<file path="config.mk">
export PLATFORM = sky130hd
export DESIGN_NAME = ptsf_ram
export DESIGN_NICKNAME = d
export VERILOG_FILES = /design/src/hdl/ptsf_ram.sv
export SDC_FILE = /design/constraint.sdc
export NUM_CORES = 1
export LEC_CHECK = 0
export BUFFER_PORTS_ARGS = -buffer_cell sky130_fd_sc_hd__buf_2
export CORE_UTILIZATION = 54
export CTS_CLUSTER_DIAMETER = 30
export DETAILED_ROUTE_END_ITERATION = 12
export HOLD_SLACK_MARGIN = 0.06
export PLACE_DENSITY = 0.74
export SETUP_SLACK_MARGIN = 0.1
export SYNTH_ARGS = -nofsm -noshare
export SYNTH_HDL_FRONTEND = slang
export SYNTH_SLANG_ARGS = --single-unit
</file>
<file path="constraint.sdc">
create_clock -name clk -period 1.6 [get_ports clk]
set_input_delay 0 -clock clk [delete_from_list [all_inputs] [get_ports clk]]
set_output_delay 0 -clock clk [all_outputs]
set_load 0.02 [all_outputs]
</file>
<file path="src/hdl/ptsf_ram.sv">
// ----------------------------------------------------------------------------
// Generic RAM
// One write port and one read port, read data registered.
// ----------------------------------------------------------------------------
module ptsf_ram #(
    parameter int WIDTH = 8,
    parameter int DEPTH = 16
) (
    input  logic                                       clk,
    input  logic                                       we,
    input  logic [((DEPTH > 1) ? $clog2(DEPTH) : 1)-1:0] waddr,
    input  logic [WIDTH-1:0]                           wdata,
    input  logic                                       re,
    input  logic [((DEPTH > 1) ? $clog2(DEPTH) : 1)-1:0] raddr,
    output logic [WIDTH-1:0]                           rdata
);
    logic [WIDTH-1:0] mem [DEPTH];
    logic [WIDTH-1:0] rdata_reg;

    always_ff @(posedge clk)
    begin
        if (we)
        begin
            mem[waddr] <= wdata;
        end
        if (re)
        begin
            rdata_reg <= mem[raddr];
        end
    end

    assign rdata = rdata_reg;
endmodule

</file>
# Word level (Yosys, flattened, before mapping)
# Memories as Yosys holds them, arrays and structs flattened. A register that Yosys moved wholly into a read port is not among the register bits.
# Index checks and enable logic that the tools add are counted.
# W data, S select, Z words.
[classes]
div = 0
muxes = 2
bitwise_logic = 0
n_mul = 0
n_reduce_logical = 0
n_shift = 0
n_addsub = 0
n_lt_le_gt_ge = 0
n_eq_ne = 0
[op_table]
columns = ["operator", "count"]
rows = [
  ["$mux W1", 2],
]
[totals]
latch_bits = 0
ff_bits = 0
ram_bits = 128
rom_bits = 0
out_inout_bits = 8
mem_count = 1
wordCells = 3
[mem_list]
columns = ["name", "depth", "width", "read_ports", "rd_clocked_by_memory_dff", "wr", "line_no", "rtl"]
rows = [
  ["mem", 16, 8, 1, 1, 1, "17", "logic [WIDTH-1:0] mem [DEPTH];"],
]

# Depth between registers and ports, before layout
[depth]
depth_word = 2
mapped_depth = 5
depth_no_buf = 3

# Worst setup path before layout
# OpenSTA, ideal clock, no wires.
[synth_path]
path_type = "in2reg"
from = "in waddr[2] (netlist bit)"
to = "mem mem[0][0], enable pin"
arrival_time_ns = 1.110
setup_ns = 0.383
cell_stages = 2
setup_slack_ns = 0.107
cell_sequence = "or3b_2 nor3_1"
[synth_rtl]
columns = ["item", "line_no", "rtl"]
rows = [
  ["start, declared", "11", "input logic [((DEPTH > 1) ? $clog2(DEPTH) : 1)-1:0] waddr,"],
  ["end, declared", "17", ""],
]
# No word-level cell before the write port.

==> reports/results.tsv <==
metric	value	unit
initial antenna violation count	0	
Worst Setup EP	rdata[2]	
worst vdd ir	0.0006503	V
Worst R2R Start	mem[1][2]	
final worst-path cycle share	91.69	%
total setup buffers inserted after CTS	0	
unrepaired setup endpoints after global routing	yes	
Yosys cell types	18	
critical path peak fanout	1	
min Tclk post-route	1.467	ns
total track usage	23.14	%
Layout Utilization	68.33	%
max-slew violation count	0	
Die W	100.4	um
PwrDens	1293	nW/um^2
Worst Reg-to-Reg Cells	3	
number of global-route vias before repair	2586	
R2R Path End	rdata[2]	
CTS tree	built	
Nets	317	
I/O Buffers	26	
Gate Count Post-Synth	229	
Worst EP required	1.87	ns
GRT Residual Overflow	0	
DRT iter0 DRCs	193	
most frequent cells after synthesis	136 x edfxtp_1, 18 x mux4_2, 16 x a22oi_1	
first-pass GRT wire length	15400	um
hold crit path type	primary input to flip-flop	
max reg flops	128	
P_leak	2.167	nW
fillers	574	
Die Y-Extent	100.4	um
Die ar.	10080	um^2
pin count of the biggest net entering global routing	19	
total CTS buffers	17	
synthesized area per cell	22.83	um^2
Synth top area share	78.12	%
diode count	0	
register-to-register setup slack	0.13	ns
achievable clock frequency	0.6817	GHz
Yosys reg bits	136	
setup TNS	0	ns
mean routed wirelength per cell	23.53	um
Core ar.	9328	um^2
later-pin clock latency in the skew report	0.52	ns
Final ANT Viol Nets	0	
Vias	2554	
Crit. End Element	flip-flop	
Hold Crit Start	waddr[2]	
syn nets	248	
vias per cell	5.805	
CTS sink cnt	136	
Core Rows	35	
RePlAce Congestion	0.7615	
count leader, synth	edfxtp_1	
ranking of synthesized cells by area	edfxtp_1 78%, mux4_2 7.8%, mux4_1 7.0%	
Longest Clk Path Bufs	2	
Max-cap violations	0	
drt total wl	10360	um
Setup violations, final	0	
worst rel slew slack	68.07	%
Post-DP HPWL	6248	um
Fin Clk Skew	0.005063	ns
total power	8.240	mW
Area Growth Syn to Fin	21.92	%
ys flop type	edfxtp_1	
Initial Util	56.04	%
number of enable flip-flop cells after synthesis	136	
synth warn	0	
Fin. Hold Viols	0	
proportion of layout cells with a drive suffix above 1	34.08	%
post-synthesis sequential area ratio	78.12	%
clock-pin slew on the worst setup and hold paths	0.06	ns
status	finished, final reports clean	
CP Launch Type	flip-flop	
FFs w/ async S/R, synth	0	%
num ports	27	
Worst Setup SP	mem[1][2]	
Root Driver	clkbuf_8	
largest area contributor in the netlist	edfxtp_1	
Pre-Repair DR Iteration Count	4	
H-Tree Depth	4	
Cell Area, Synth	5228	um^2
DRC violations left	0	
Slew @ Worst Pin	0.4790	ns
CP Class	flip-flop to flip-flop	
Worst Path Arrival	1.74	ns
[power breakdown]
part / internal (mW) / total (mW) / switching [mW]
combinational: 0.191 / 0.427 / 0.236
clock: 2.24 / 3.77 / 1.53
sequential: 4.01 / 4.04 / 0.0242
total: 6.45 / 8.24 / 1.79
[cells in the final DEF (no fill, tap or decap), types with 9 or more instances in the layout]
| cell | Yosys | final |
|---|---|---|
| a22oi_1 | 16 | 10 |
| buf_2 | 3 | 26 |
| buf_4 | 1 | 18 |
| clkbuf_16 | 0 | 16 |
| dlygate4sd3_1 | 0 | 12 |
| edfxtp_1 | 136 | 136 |
| mux4_1 | 14 | 13 |
| mux4_2 | 18 | 19 |
| nand2_1 | 9 | 9 |
| nor2_1 | 13 | 13 |
[worst min-delay path by stage]
stage / endpoint / slack, ns / cells past startpoint
3_3_place_gp: rdata[6] / 0.39 / 1
4_1_cts: mem[3][0] / 0.12 / 4
3_5_place_dp: rdata[6] / 0.39 / 1
6_report: mem[15][7] / 0.13 / 4
5_1_grt: mem[7][7] / 0.15 / 4
2_1_floorplan: mem[0][0] / 0.1 / 0
[routing by layer]
layer	share of wire, %	wire [um]	GRT usage, %
met5	0	0	0
met4	1.8	184	9.476
met3	5.6	575	6.198
met2	51	5267	36.62
met1	42	4327	30.95
[per-stage QoR]
| stage | worst slack, ns | cell area [um^2] | hold slack [ns] | std cells |
|---|---|---|---|---|
| after global routing | 0.08292 | 6374 | 0.1534 | 440 |
| after detailed placement | 0.03073 | 5648 | 0.3915 | 396 |
| after CTS | 0.08142 | 6357 | 0.1181 | 440 |
| final | 0.1330 | 6374 | 0.1296 | 440 |
| after floorplan | 0.1071 | 5228 | 0.09887 | 229 |
| after global placement | 0.03743 | 5648 | 0.3911 | 396 |
[what timing repair did]
item / 4_1_cts / 5_1_grt
hold endpoints to repair: 168 / 0
pin swaps: 0 / 0
hold buffers: 12 / 0
resized for setup: 2 / 5
setup endpoints to repair: 3 / 6
[kinds of logic (layout without fill, tap and decap cells)]
family / after synthesis / in the layout / synth area share [%]
AOI/OAI and AO/OA: 16 / 16 / 2.298
and+or+nand+nor: 35 / 35 / 3.136
DFF: 136 / 136 / 78.12
buffers and inverters: 10 / 92 / 1.651
muxes: 32 / 32 / 14.79
[area by class of cell]
class / instances / area [um^2] / area share (%)
timing repair buffer: 60 / 465.4 / 7.303
clock inverter: 15 / 165.2 / 2.591
multi-input combinational: 83 / 1084 / 17.00
sequential: 136 / 4084 / 64.08
clock buffer: 17 / 414.1 / 6.498
tap: 129 / 161.4 / 2.532
[critical path, cell delays in order, from the launching register on]
cell,delay [ns]
edfxtp_1,0.36
mux4_1,0.55
a22oi_1,0.24
nand2_1,0.07
No activity file was read; power rests on OpenSTA's default activity.
