File: config.mk
export PLATFORM = sky130hd
export DESIGN_NAME = ptsf_udiv
export DESIGN_NICKNAME = d
export VERILOG_FILES = /design/src/hdl/ptsf_udiv.sv
export SDC_FILE = /design/constraint.sdc
export NUM_CORES = 1
export LEC_CHECK = 0
export BUFFER_PORTS_ARGS = -buffer_cell sky130_fd_sc_hd__buf_4
export CAP_MARGIN = 20
export CORE_MARGIN = 3
export CORE_UTILIZATION = 50
export CTS_CLUSTER_SIZE = 14
export DETAILED_ROUTE_END_ITERATION = 16
export PLACE_DENSITY = 0.77
export SYNTH_ARGS = -nofsm -noshare
export SYNTH_HDL_FRONTEND = slang
export SYNTH_SLANG_ARGS = --single-unit
File: constraint.sdc
create_clock -name clk -period 4.1 [get_ports clk]
set_input_delay 0 -clock clk [delete_from_list [all_inputs] [get_ports clk]]
set_output_delay 0 -clock clk [all_outputs]
set_load 0.01 [all_outputs]
File: src/hdl/ptsf_udiv.sv
// ----------------------------------------------------------------------------
// Unsigned divider
// Restoring divider, one quotient bit per cycle.
// ----------------------------------------------------------------------------
module ptsf_udiv #(
    parameter int NUM_W = 64,
    parameter int DEN_W = 32
) (
    input  logic             clk,
    input  logic             rst_n,
    input  logic             start,
    input  logic [NUM_W-1:0] dividend,
    input  logic [DEN_W-1:0] divisor,
    output logic             done,
    output logic [NUM_W-1:0] quotient
);
    localparam int CW = $clog2(NUM_W + 1);

    logic             busy_reg;
    logic             done_reg;
    logic [CW-1:0]    cnt_reg;
    logic [DEN_W-1:0] rem_reg;
    logic [NUM_W-1:0] quo_reg;
    logic [DEN_W-1:0] dsr_reg;

    logic [DEN_W:0]   trial;
    logic             fits;
    logic [DEN_W-1:0] rem_next;
    logic [NUM_W-1:0] quo_next;

    always_comb
    begin
        trial    = {rem_reg, quo_reg[NUM_W-1]};
        fits     = trial >= {1'b0, dsr_reg};
        rem_next = fits ? DEN_W'(trial - {1'b0, dsr_reg}) : DEN_W'(trial);
        quo_next = {quo_reg[NUM_W-2:0], fits};
    end

    always_ff @(posedge clk or negedge rst_n)
    begin
        if (!rst_n)
        begin
            busy_reg <= 1'b0;
            done_reg <= 1'b0;
            cnt_reg  <= '0;
        end
        else
        begin
            done_reg <= 1'b0;
            if (start)
            begin
                busy_reg <= 1'b1;
                cnt_reg  <= '0;
            end
            else if (busy_reg)
            begin
                cnt_reg <= cnt_reg + CW'(1);
                if (cnt_reg == CW'(NUM_W - 1))
                begin
                    busy_reg <= 1'b0;
                    done_reg <= 1'b1;
                end
            end
        end
    end

    always_ff @(posedge clk)
    begin
        if (start)
        begin
            rem_reg <= '0;
            quo_reg <= dividend;
            dsr_reg <= divisor;
        end
        else if (busy_reg)
        begin
            rem_reg <= rem_next;
            quo_reg <= quo_next;
        end
    end

    assign done     = done_reg;
    assign quotient = quo_reg;
endmodule

# ---- Word-level counts from Yosys, hierarchy flattened
# Index checks and enable logic that the tools add are counted.
dict set report op_classes {
  magnitude_cmp 1
  n_reduce_logical 1
  n_addsub 2
  n_eq_ne 1
  muxes 11
}
# op count
set op_table {}
lappend op_table {{64-bit two-way mux} 2}
lappend op_table {{33-bit by 32-bit >= comparator with 1-bit output} 1}
lappend op_table {{32-bit two-way mux} 1}
lappend op_table {{32-bit subtractor} 1}
lappend op_table {{7-bit two-way mux} 2}
lappend op_table {{7-bit by 1-bit adder with 7-bit output (second input constant)} 1}
lappend op_table {{7-bit by 6-bit == test with 1-bit output (second input constant)} 1}
lappend op_table {{1-bit two-way mux} 6}
lappend op_table {{2-bit nonzero test} 1}
dict set report totals {
  out_inout_bits 65
  ff_bits 137
  word_cells 22
}

# ---- Logic depth before layout (Yosys ltp)
# Gate-level depths: netlist of the first run.
dict set report depth {
  depth_word 4
  depth_mapped 13
  depth_no_buf 11
}

# ---- Worst setup path after synthesis of the first run
# OpenSTA, ideal clock, no wires.
dict set report synth_path {
  kind {reg2reg}
  from {register dsr_reg[14]}
  to {register quo_reg[0], in the netlist quotient[0], data pin}
  path_buffers 3
  t_required_ns 3.840
  setup_time_ns 0.260
  arrival_time_ns 2.722
  setup_slack_ns 1.118
  path_stages_with_launch 13
  path_cell_list {edfxtp_1 inv_1 ha_1 buf_2 and3_4 nor3b_1 a2111oi_2 nor3_1 or4_4 and2_4 buf_6 buf_6 mux2_2}
}
dict set report synth_between {
  elab_chain_cells 3
}
# item line_no
set synth_rtl {}
lappend synth_rtl {{start, declared} 24} ;# logic [DEN_W-1:0] dsr_reg;
lappend synth_rtl {{start signal, assigned} 73} ;# dsr_reg <= divisor;
lappend synth_rtl {{33-bit by 32-bit >= comparator with 1-bit output} 34} ;# fits = trial >= {1'b0, dsr_reg};
lappend synth_rtl {{64-bit two-way mux} 75} ;# else if (busy_reg)
lappend synth_rtl {{64-bit two-way mux} 69} ;# if (start)
lappend synth_rtl {{end signal, assigned} 72} ;# quo_reg <= dividend;
lappend synth_rtl {{end signal, assigned} 78} ;# quo_reg <= quo_next;
lappend synth_rtl {{end, declared} 23} ;# logic [NUM_W-1:0] quo_reg;
# No other way between the ends. The select of a mux whose other input is x is not followed.
# A chain may end at the register's enable or synchronous reset.

# ---- Worst setup path after layout of the first run
dict set report layout_path {
  from {register dsr_reg[11]}
  to {register rem_reg[9]}
}
dict set report layout_between {
  elab_chain_cells 2
}
# item line_no
set layout_rtl {}
lappend layout_rtl {{33-bit by 32-bit >= comparator with 1-bit output} 34}
lappend layout_rtl {{32-bit two-way mux} 35} ;# rem_next = fits ? DEN_W'(trial - {1'b0, dsr_reg}) : DEN_W'(trial);
lappend layout_rtl {{end signal, assigned} 77} ;# rem_reg <= rem_next;
lappend layout_rtl {{end, declared} 22} ;# logic [DEN_W-1:0] rem_reg;
# No other way between the ends.

==> results of run 1 <==
worst min-delay path by stage:
stage / to / slack, ps / depth (start not counted)
2_1_floorplan: busy_reg / -300 / 0
3_3_place_gp: cnt_reg[0] / -180 / 1
3_5_place_dp: cnt_reg[1] / -170 / 1
4_1_cts: rem_reg[22] / 40 / 2
5_1_grt: dsr_reg[19] / 50 / 1
6_report: rem_reg[22] / 60 / 2
cells by family (layout without fill, tap and decap cells):
| kind of cell | after synthesis | after routing | share of synthesized area |
|---|---|---|---|
| DFF | 137 | 137 | 0.5017 |
| adders and majority gates | 34 | 34 | 0.05794 |
| muxes | 77 | 77 | 0.1144 |
| and+or+nand+nor | 187 | 187 | 0.1211 |
| other | 0 | 1 | 0 |
| AOI/OAI and AO/OA | 144 | 144 | 0.1346 |
| buffers and inverters | 75 | 342 | 0.04337 |
| xor gates and xnor gates | 23 | 23 | 0.02696 |
critical path, delay by kind of cell (launching register included):
kind | cells | cell delay [ps]
AND/OR/NAND/NOR | 5 | 1540
AO/OA/AOI/OAI | 3 | 730
adder cells (fa/ha/maj) | 1 | 410
flip-flops | 1 | 320
buffers and inverters | 1 | 40
per-stage QoR:
| stage | area [sq um] | utilization |
|---|---|---|
| after global routing | 10330 | 0.7082 |
| after global placement | 8805 | 0.6035 |
| after CTS | 10330 | 0.7081 |
| final | 10330 | 0.7082 |
| after detailed placement | 8805 | 0.6035 |
| after floorplan | 7472 | - |
power breakdown:
group          switching [W]  internal [W]  total (W)
clock               0.000597      0.000836    0.00143
combinational       0.000254      0.000321   0.000575
sequential         0.0000610       0.00159    0.00166
layer usage:
metal	track usage	vias to the layer above	wire length, um
met1	0.3092	3051	8311
met3	0.08250	45	1677
li1	-	3017	-
met4	0.1061	0	574
met2	0.4502	298	10700
met5	0	-	0
repair_timing:
item,CTS,global route
resized for setup,0,0
hold buffers,98,0
hold endpoints to repair,105,0
synthesized netlist by cell type, types with 2 or more instances:
library cell and n:
sky130_fd_sc_hd__edfxtp_1 96, sky130_fd_sc_hd__o31ai_1 4, sky130_fd_sc_hd__a21oi_1 32, sky130_fd_sc_hd__nor3_1 4
sky130_fd_sc_hd__nor2_1 51, sky130_fd_sc_hd__or3_1 10, sky130_fd_sc_hd__nand3_1 10, sky130_fd_sc_hd__nor4_1 5
sky130_fd_sc_hd__o21ai_1 6, sky130_fd_sc_hd__dfrtp_1 9, sky130_fd_sc_hd__buf_6 3, sky130_fd_sc_hd__clkbuf_1 23
sky130_fd_sc_hd__nand2_1 64, sky130_fd_sc_hd__a311oi_1 14, sky130_fd_sc_hd__a31oi_1 8, sky130_fd_sc_hd__o21a_1 5
sky130_fd_sc_hd__xnor2_1 16, sky130_fd_sc_hd__inv_1 44, sky130_fd_sc_hd__mux2i_1 10, sky130_fd_sc_hd__buf_2 3
sky130_fd_sc_hd__o21ai_0 30, sky130_fd_sc_hd__a32oi_1 2, sky130_fd_sc_hd__o211ai_1 5, sky130_fd_sc_hd__dfxtp_1 32
sky130_fd_sc_hd__a21o_1 9, sky130_fd_sc_hd__xor2_1 7, sky130_fd_sc_hd__a311oi_2 4, sky130_fd_sc_hd__nand2b_1 4
sky130_fd_sc_hd__nor3b_1 5, sky130_fd_sc_hd__a211oi_1 3, sky130_fd_sc_hd__mux2_2 67, sky130_fd_sc_hd__nand4_1 12
sky130_fd_sc_hd__ha_1 33, sky130_fd_sc_hd__nor2b_1 9, sky130_fd_sc_hd__a21boi_0 4
layout make-up:
class | count | area (sq um) | share of cell area
Antenna cell | 1 | 2.502 | 0.0002422
Sequential cell | 137 | 3749 | 0.3628
Timing Repair Buffer | 266 | 2242 | 0.2170
Clock buffer | 22 | 444.2 | 0.04299
Tap cell | 184 | 230.2 | 0.02228
Clock inverter | 10 | 100.1 | 0.009688
Inverter | 44 | 165.2 | 0.01598
Multi-Input combinational cell | 465 | 3400 | 0.3290
==> metrics.txt, run 1 <==
source of the critical timing path=dsr_reg[11]; worst setup path endpoint=rem_reg[9]; Worst R2R Start=dsr_reg[11]; port bufs=163; Post-Synthesis Cells=677; final worst path period need=3163 ps; filler cell count in the final layout=972; number of buffers on the longest clock path=2; normalized max-slew margin=0.4484; outcome=finished clean; PnR worst setup slack=936.6 ps; average detailed-routed wire length per instance=18.84 um; detailed-routing iteration count for the pre-antenna-repair pass=5; Static Leakage=4.359 nW; Iteration-0 DRC Markers=604; count of unresolved DRC violations after routing=0; library cell occupying the most area in the post-synthesis netlist=sky130_fd_sc_hd__edfxtp_1; overall track demand over capacity in global routing=0.2641; net count reported at finish=1064; Final Max Tran Viols=0; worst slack on hold paths=62.74 ps; sequential share of the synthesized area=0.5017; cells taking the most area after synthesis=sky130_fd_sc_hd__edfxtp_1 39%, sky130_fd_sc_hd__mux2_2 10%, sky130_fd_sc_hd__dfxtp_1 8.6%; Worst R2R Setup Slack=940 ps; cts bufs inserted=17; clock-pin slew reported for the worst setup and hold paths after clock tree synthesis=60 ps; global-route wire length before repair=33860 um; Critical Path, Cell by Cell=inv_1, ha_1, nand3_2, nor4_1, a2111oi_2, nor3_1, o32a_1, nand2_4, or3_1, a311oi_1; top-area cell type share of the netlist area=0.3858; width of the die=128.2 um; Clock H-tree levels=4; Worst Tran Pin Value=827.4 ps; via total after detailed routing=6411; initial antenna violation count=1; Primary FF master, synth=sky130_fd_sc_hd__edfxtp_1; Initial Util=0.5122; reg-to-reg endpoint=rem_reg[9]; data arrival time of the worst path=3490 ps; commonest cells after routing, fill and taps aside=168 x sky130_fd_sc_hd__buf_4, 98 x sky130_fd_sc_hd__dlygate4sd3_1, 96 x sky130_fd_sc_hd__edfxtp_1, 67 x sky130_fd_sc_hd__mux2_2, 64 x sky130_fd_sc_hd__nand2_1; number of enable-type register cells in the synthesized netlist=96; mean post-synth cell area=11.04 sq um; Final Hold Vio Count=0; CTS Sinks=137; vias in the first global route=6752; post-synthesis cell type count=69; worst skew pair latency=430 ps; placer congestion estimate=0.9053; post-route ant nets=0; Core Footprint=14590 sq um; Overflow after GRT=0; register bit count reported by yosys=137; critical path startpoint category=flip-flop; number of I/O pins=164; max reg flops=64; power after layout=0.003664 W; final-report setup violation count=0; critical path start-end classification=reg2reg; final cell count without fillers=1129; placement-stage worst setup slack=923.3 ps; async set-reset flop share out of synthesis=0.06569; largest fanout on the critical path=26; areal power density over the cells=354.6 nW/um^2; share of the clock period used by the worst path after layout=0.7716; cell count after placement=998; achievable clock frequency=0.3161 GHz; final wirelength=21270 um; row cnt=44; worst endpoint required time=4420 ps; layout overhead on the synthesized area=38.28%; number of max-cap violations=0; CP max stage cell=sky130_fd_sc_hd__nor4_1; clock tree root driver cell=sky130_fd_sc_hd__clkbuf_16; layout cells sized above 1=0.2934; area of the die=16450 sq um; most common cell after layout, fill and taps aside=sky130_fd_sc_hd__buf_4; pin count of the biggest net entering global routing=65; nets in the synthesized netlist=810; setup repair bufs after CTS=0; cell depth of the worst flop-to-flop path=10; Die Ht=128.2 um; min-delay src=start; cell area after synthesis=7472 sq um; synthesis warning total=0; RSZ-0062 raised after global routing=no; mean number of vias per cell=5.678; slowest cell delay on critical path=450 ps; Total Negative Setup Slacks=0 ps; maximum vdd ir drop=320.0 uV; final HPWL from detailed placement=13150 um; path category of the worst min-delay check=in2reg; final clock skew=17.58 ps; kind of end point of the critical path=flip-flop; clock tree from TritonCTS=built
No activity file was read; power rests on OpenSTA's default activity.
==> run 2, diff against run 1 <==
Settings changed: PLACE_DENSITY 0.77 to 0.8.
Clock period 4.1 ns to 2.56 ns, I/O delays scaled along.
==> run 2 against run 1 <==
  * The run now ends with setup timing left
  * Setup slack got worse by 1300 ps
  * Critical path depth rose by 1
  * Clock-buffer cell count fell by 5
  * First-iteration DRC count rose by 23%
  * Highest routed layer unchanged
  * Critical endpoint is now rem_reg[18]
==> metrics.txt, run 2 (synthesis results as in run 1) <==
maximum vdd ir drop=500.9 uV; count of unresolved DRC violations after routing=0; Worst Tran Pin Value=674.0 ps; cts bufs inserted=17; min-delay src=divisor[26]; Clock H-tree levels=4; Initial Util=0.5122; global-route wire length before repair=38990 um; port bufs=163; initial antenna violation count=0; most common cell after layout, fill and taps aside=sky130_fd_sc_hd__buf_4; final clock skew=25.21 ps; CP max stage cell=sky130_fd_sc_hd__or4_4; commonest cells after routing, fill and taps aside=283 x sky130_fd_sc_hd__buf_4, 99 x sky130_fd_sc_hd__dlygate4sd3_1, 96 x sky130_fd_sc_hd__edfxtp_1, 67 x sky130_fd_sc_hd__mux2_2, 50 x sky130_fd_sc_hd__nor2_1; Final Max Tran Viols=0; Final Hold Vio Count=0; kind of end point of the critical path=flip-flop; power after layout=0.006311 W; data arrival time of the worst path=3220 ps; largest fanout on the critical path=8; row cnt=44; detailed-routing iteration count for the pre-antenna-repair pass=6; clock tree root driver cell=sky130_fd_sc_hd__clkbuf_16; failing checks=setup timing; worst skew pair latency=450 ps; placer congestion estimate=0.8565; final worst path period need=2923 ps; final HPWL from detailed placement=14410 um; Iteration-0 DRC Markers=741; pin count of the biggest net entering global routing=65; outcome=finished, violations left; CTS Sinks=137; post-route ant nets=0; final wirelength=27030 um; average detailed-routed wire length per instance=21.39 um; max reg flops=64; number of buffers on the longest clock path=2; overall track demand over capacity in global routing=0.3075; achievable clock frequency=0.3421 GHz; Critical Path, Cell by Cell=inv_2, ha_4, nor2b_4, o31ai_4, a311o_1, a2111oi_4, or4_4, and2_4, buf_12, mux2i_1, o21ai_1; Static Leakage=5.169 nW; areal power density over the cells=521.7 nW/um^2; clock-pin slew reported for the worst setup and hold paths after clock tree synthesis=70 ps; final-report setup violation count=33; worst endpoint required time=2850 ps; normalized max-slew margin=0.5506; Core Footprint=14590 sq um; critical path startpoint category=flip-flop; critical path start-end classification=reg2reg; net count reported at finish=1200; Die Ht=128.2 um; vias in the first global route=7465; layout overhead on the synthesized area=61.89%; layout cells sized above 1=0.4602; share of the clock period used by the worst path after layout=1.142; via total after detailed routing=7426; number of I/O pins=164; clock tree from TritonCTS=built; RSZ-0062 raised after global routing=yes; mean number of vias per cell=5.875; Worst R2R Setup Slack=-360 ps; Inserted Diodes=0; PnR worst setup slack=-363.4 ps; area of the die=16450 sq um; Worst R2R Start=dsr_reg[1]; path category of the worst min-delay check=in2reg; placement-stage worst setup slack=-360.1 ps; Overflow after GRT=0; width of the die=128.2 um; source of the critical timing path=dsr_reg[1]; slowest cell delay on critical path=600 ps; number of max-cap violations=0
[run 2: metal layers]
layer / up-vias / wire length, um / global-route usage
met5: - / 0 / 0
li1: 3312 / - / -
met2: 448 / 13780 / 0.5342
met3: 112 / 2191 / 0.07958
met4: 0 / 1298 / 0.1411
met1: 3554 / 9762 / 0.3542
[run 2: layout make-up]
class,instances,area (sq um)
multi-input combinational,468,4009
sequential,137,3749
timing repair buffer,399,3363
fill,696,2492
clock buffer,17,425.4
tap,184,230.2
inverter,44,165.2
clock inverter,15,155.1
[run 2: critical path, delay by kind of cell, from the launching register on]
family	cells	cell delay, ps
DFF	1	400
AOI/OAI and AO/OA	4	750
muxes	1	170
adders and majority gates	1	200
buffers and inverters	2	250
and+or+nand+nor	3	1020
[run 2: what timing repair did]
item	4_1_cts	5_1_grt
hold buffers	99	0
setup buffers	11	8
cloned	3	0
hold endpoints to repair	120	0
endpoints found under the setup margin	33	33
pin swaps	26	28
gates resized for setup	52	46
[run 2: worst paths after layout]
path,to,cells past startpoint
max,rem_reg[18],11
min,dsr_reg[26],2
max reg2reg,rem_reg[18],11
min reg2reg,rem_reg[30],2
max in group asynchronous,cnt_reg[0],3
min in group asynchronous,done,3
[run 2: through the flow]
step	hold slack (ps)	instance area [sq um]	setup TNS, ps	cells	utilization
6_report	287.3	12100	-9020	1264	0.8292
2_1_floorplan	-295.6	7616	-2662	677	-
3_5_place_dp	-172.3	9826	-9474	1112	0.6735
3_3_place_gp	-172.9	9826	-6790	1112	0.6735
4_1_cts	276.5	11800	-5445	1257	0.8086
5_1_grt	287.6	12100	-11590	1264	0.8292
[run 2: where the power goes]
group | internal [W] | total, W | switching, W
registers | 0.00255 | 0.00266 | 0.000106
clock network | 0.00138 | 0.00250 | 0.00113
logic | 0.000640 | 0.00115 | 0.000510
total | 0.00457 | 0.00631 | 0.00174
==> run 3, diff against run 2 <==
Settings changed: CORE_MARGIN 3 to not set.
==> run 3 against run 2 <==
  * The run still ends with setup timing left
  * Die area shrank 6.1%
  * Core utilization grew 0.31 points
  * First-iteration DRC count grew 24%
  * Final area is essentially flat
  * Clock power about the same
  * Via count is 3.7% higher
  * Sequential power barely moved
  * Routed wire length is 5.8% higher
  * Non-clock buffer count up 7
  * Sequential share of layout area about the same
  * Critical path type unchanged
==> metrics.txt, run 3 (synthesis results as in run 1) <==
final clock skew=12.65 ps; Inserted Diodes=0; failing checks=setup timing; reg-to-reg endpoint=quotient[0]; layout overhead on the synthesized area=61.87%; critical path startpoint category=flip-flop; hold path cells=2; Final Hold Vio Count=0; worst endpoint required time=2760 ps; Worst Tran Pin Value=628.9 ps; final worst path period need=3082 ps; Die Ht=124.2 um; RSZ-0062 raised after global routing=yes; Worst R2R Setup Slack=-520 ps; clock-pin slew reported for the worst setup and hold paths after clock tree synthesis=70 ps; initial antenna violation count=0; Initial Util=0.5141; maximum vdd ir drop=540.0 uV; endpoint of the worst hold-timing path=dsr_reg[26]; count of unresolved DRC violations after routing=0; cell depth of the worst flop-to-flop path=9; mean number of vias per cell=6.061; width of the die=124.2 um; placement-stage worst setup slack=-425.6 ps; clock tree root driver cell=sky130_fd_sc_hd__clkbuf_16; Iteration-0 DRC Markers=918; vias in the first global route=7872; largest fanout on the critical path=7; detailed-routing iteration count for the pre-antenna-repair pass=7; average detailed-routed wire length per instance=22.51 um; kind of end point of the critical path=flip-flop; critical path start-end classification=reg2reg; normalized max-slew margin=0.5807; worst slack on hold paths=278.4 ps; storage element area=3750 sq um; final wirelength=28610 um; share of the clock period used by the worst path after layout=1.204; global-route wire length before repair=41740 um; commonest cells after routing, fill and taps aside=290 x sky130_fd_sc_hd__buf_4, 99 x sky130_fd_sc_hd__dlygate4sd3_1, 96 x sky130_fd_sc_hd__edfxtp_1, 67 x sky130_fd_sc_hd__mux2_2, 51 x sky130_fd_sc_hd__nor2_1; post-route ant nets=0; areal power density over the cells=524.5 nW/um^2; PnR worst setup slack=-522.1 ps; most common cell after layout, fill and taps aside=sky130_fd_sc_hd__buf_4; area of the die=15440 sq um; number of max-cap violations=0; achievable clock frequency=0.3245 GHz; row cnt=44; path category of the worst min-delay check=in2reg; Final Max Tran Viols=0; port bufs=163; overall track demand over capacity in global routing=0.3489; number of I/O pins=164; slowest cell delay on critical path=520 ps; worst skew pair latency=450 ps; final-report setup violation count=33; Static Leakage=5.201 nW; Core Footprint=14530 sq um; Critical Path, Cell by Cell=inv_1, ha_1, a21o_1, o2bb2ai_2, nor4_1, nor3_2, or4_4, and2_4, mux2_2; layout cells sized above 1=0.4637; data arrival time of the worst path=3280 ps; cts bufs inserted=17; number of buffers on the longest clock path=2; placer congestion estimate=0.9467; total area of multi-input combinational cells=3966 sq um; net count reported at finish=1207; outcome=finished, violations left; final HPWL from detailed placement=14480 um; Overflow after GRT=0; via total after detailed routing=7703; filler cell count in the final layout=726; CP max stage cell=sky130_fd_sc_hd__or4_4; Worst R2R Start=dsr_reg[28]; min-delay src=divisor[26]; pin count of the biggest net entering global routing=70; Clock H-tree levels=4; CTS Sinks=137; max reg flops=64; clock tree from TritonCTS=built
==> run 3: changes by cell type in the layout (fill, tap and decap cells not counted), moves of 3 or more <==
cell / change
sky130_fd_sc_hd__buf_4: +7
sky130_fd_sc_hd__clkinvlp_4: +3
sky130_fd_sc_hd__ha_1: +3
sky130_fd_sc_hd__ha_4: -4
sky130_fd_sc_hd__inv_6: -3
sky130_fd_sc_hd__inv_8: +3
sky130_fd_sc_hd__o21ai_2: +3
==> run 3: cell type report <==
| class | instances | area share |
|---|---|---|
| Multi-Input combinational cell | 468 | 0.3279 |
| Sequential cell | 137 | 0.3100 |
| Timing Repair Buffer | 406 | 0.2817 |
| Clock buffer | 17 | 0.03517 |
| Tap cell | 184 | 0.01903 |
| Inverter | 44 | 0.01365 |
| Clock inverter | 15 | 0.01252 |
==> run 3: metal layers <==
metal	wire length [um]	part of all wire	vias up	GRT usage
met5	0	0	-	0
met4	1809	0.063	0	0.1999
met3	2414	0.084	176	0.08147
met2	14410	0.50	536	0.6042
met1	9974	0.35	3685	0.3920
li1	-	-	3306	-
==> run 3: worst max-delay path: cells and delay by family, from the launching register on <==
kind,cells,cell delay (ps)
simple gates,4,1390
compound gates,2,450
fa+ha+maj,1,360
flops,1,320
mux,1,280
buf+inv,1,50
==> run 3: worst max-delay path by stage <==
stage	to	from	cells past startpoint	slack [ps]
final	quotient[0]	dsr_reg[28]	9	-520
after global routing	rem_reg[2]	dsr_reg[28]	12	-520
after detailed placement	rem_reg[31]	dsr_reg[1]	10	-430
after global placement	quotient[0]	dsr_reg[1]	9	-310
after floorplan	quotient[0]	dsr_reg[1]	11	-290
after CTS	rem_reg[31]	dsr_reg[1]	10	-290
==> run 3: report_power, final <==
group / total [W] / switching (W) / internal, W
Sequential: 0.00267 / 0.000113 / 0.00255
Clock: 0.00251 / 0.00114 / 0.00137
Combinational: 0.00117 / 0.000527 / 0.000641
==> run 3: per-stage QoR <==
step,cells,util,total power (W),cell area (sq um),TNS (ps)
final,1271,0.8322,0.006344,12100,-14870
after global routing,1271,0.8322,0.006500,12100,-14850
after CTS,1263,0.8176,0.006179,11880,-6128
after detailed placement,1115,0.6776,0.003572,9848,-10600
after global placement,1115,0.6776,0.003533,9848,-7700
after floorplan,677,-,0.003079,7616,-2662
==> run 3: what timing repair did <==
item	CTS	global route
pin swaps	32	35
hold buffers	99	0
buffers inserted	14	8
setup endpoints to repair	33	33
endpoints found under the hold margin	112	0
gates resized for setup	65	34
cloned	3	0
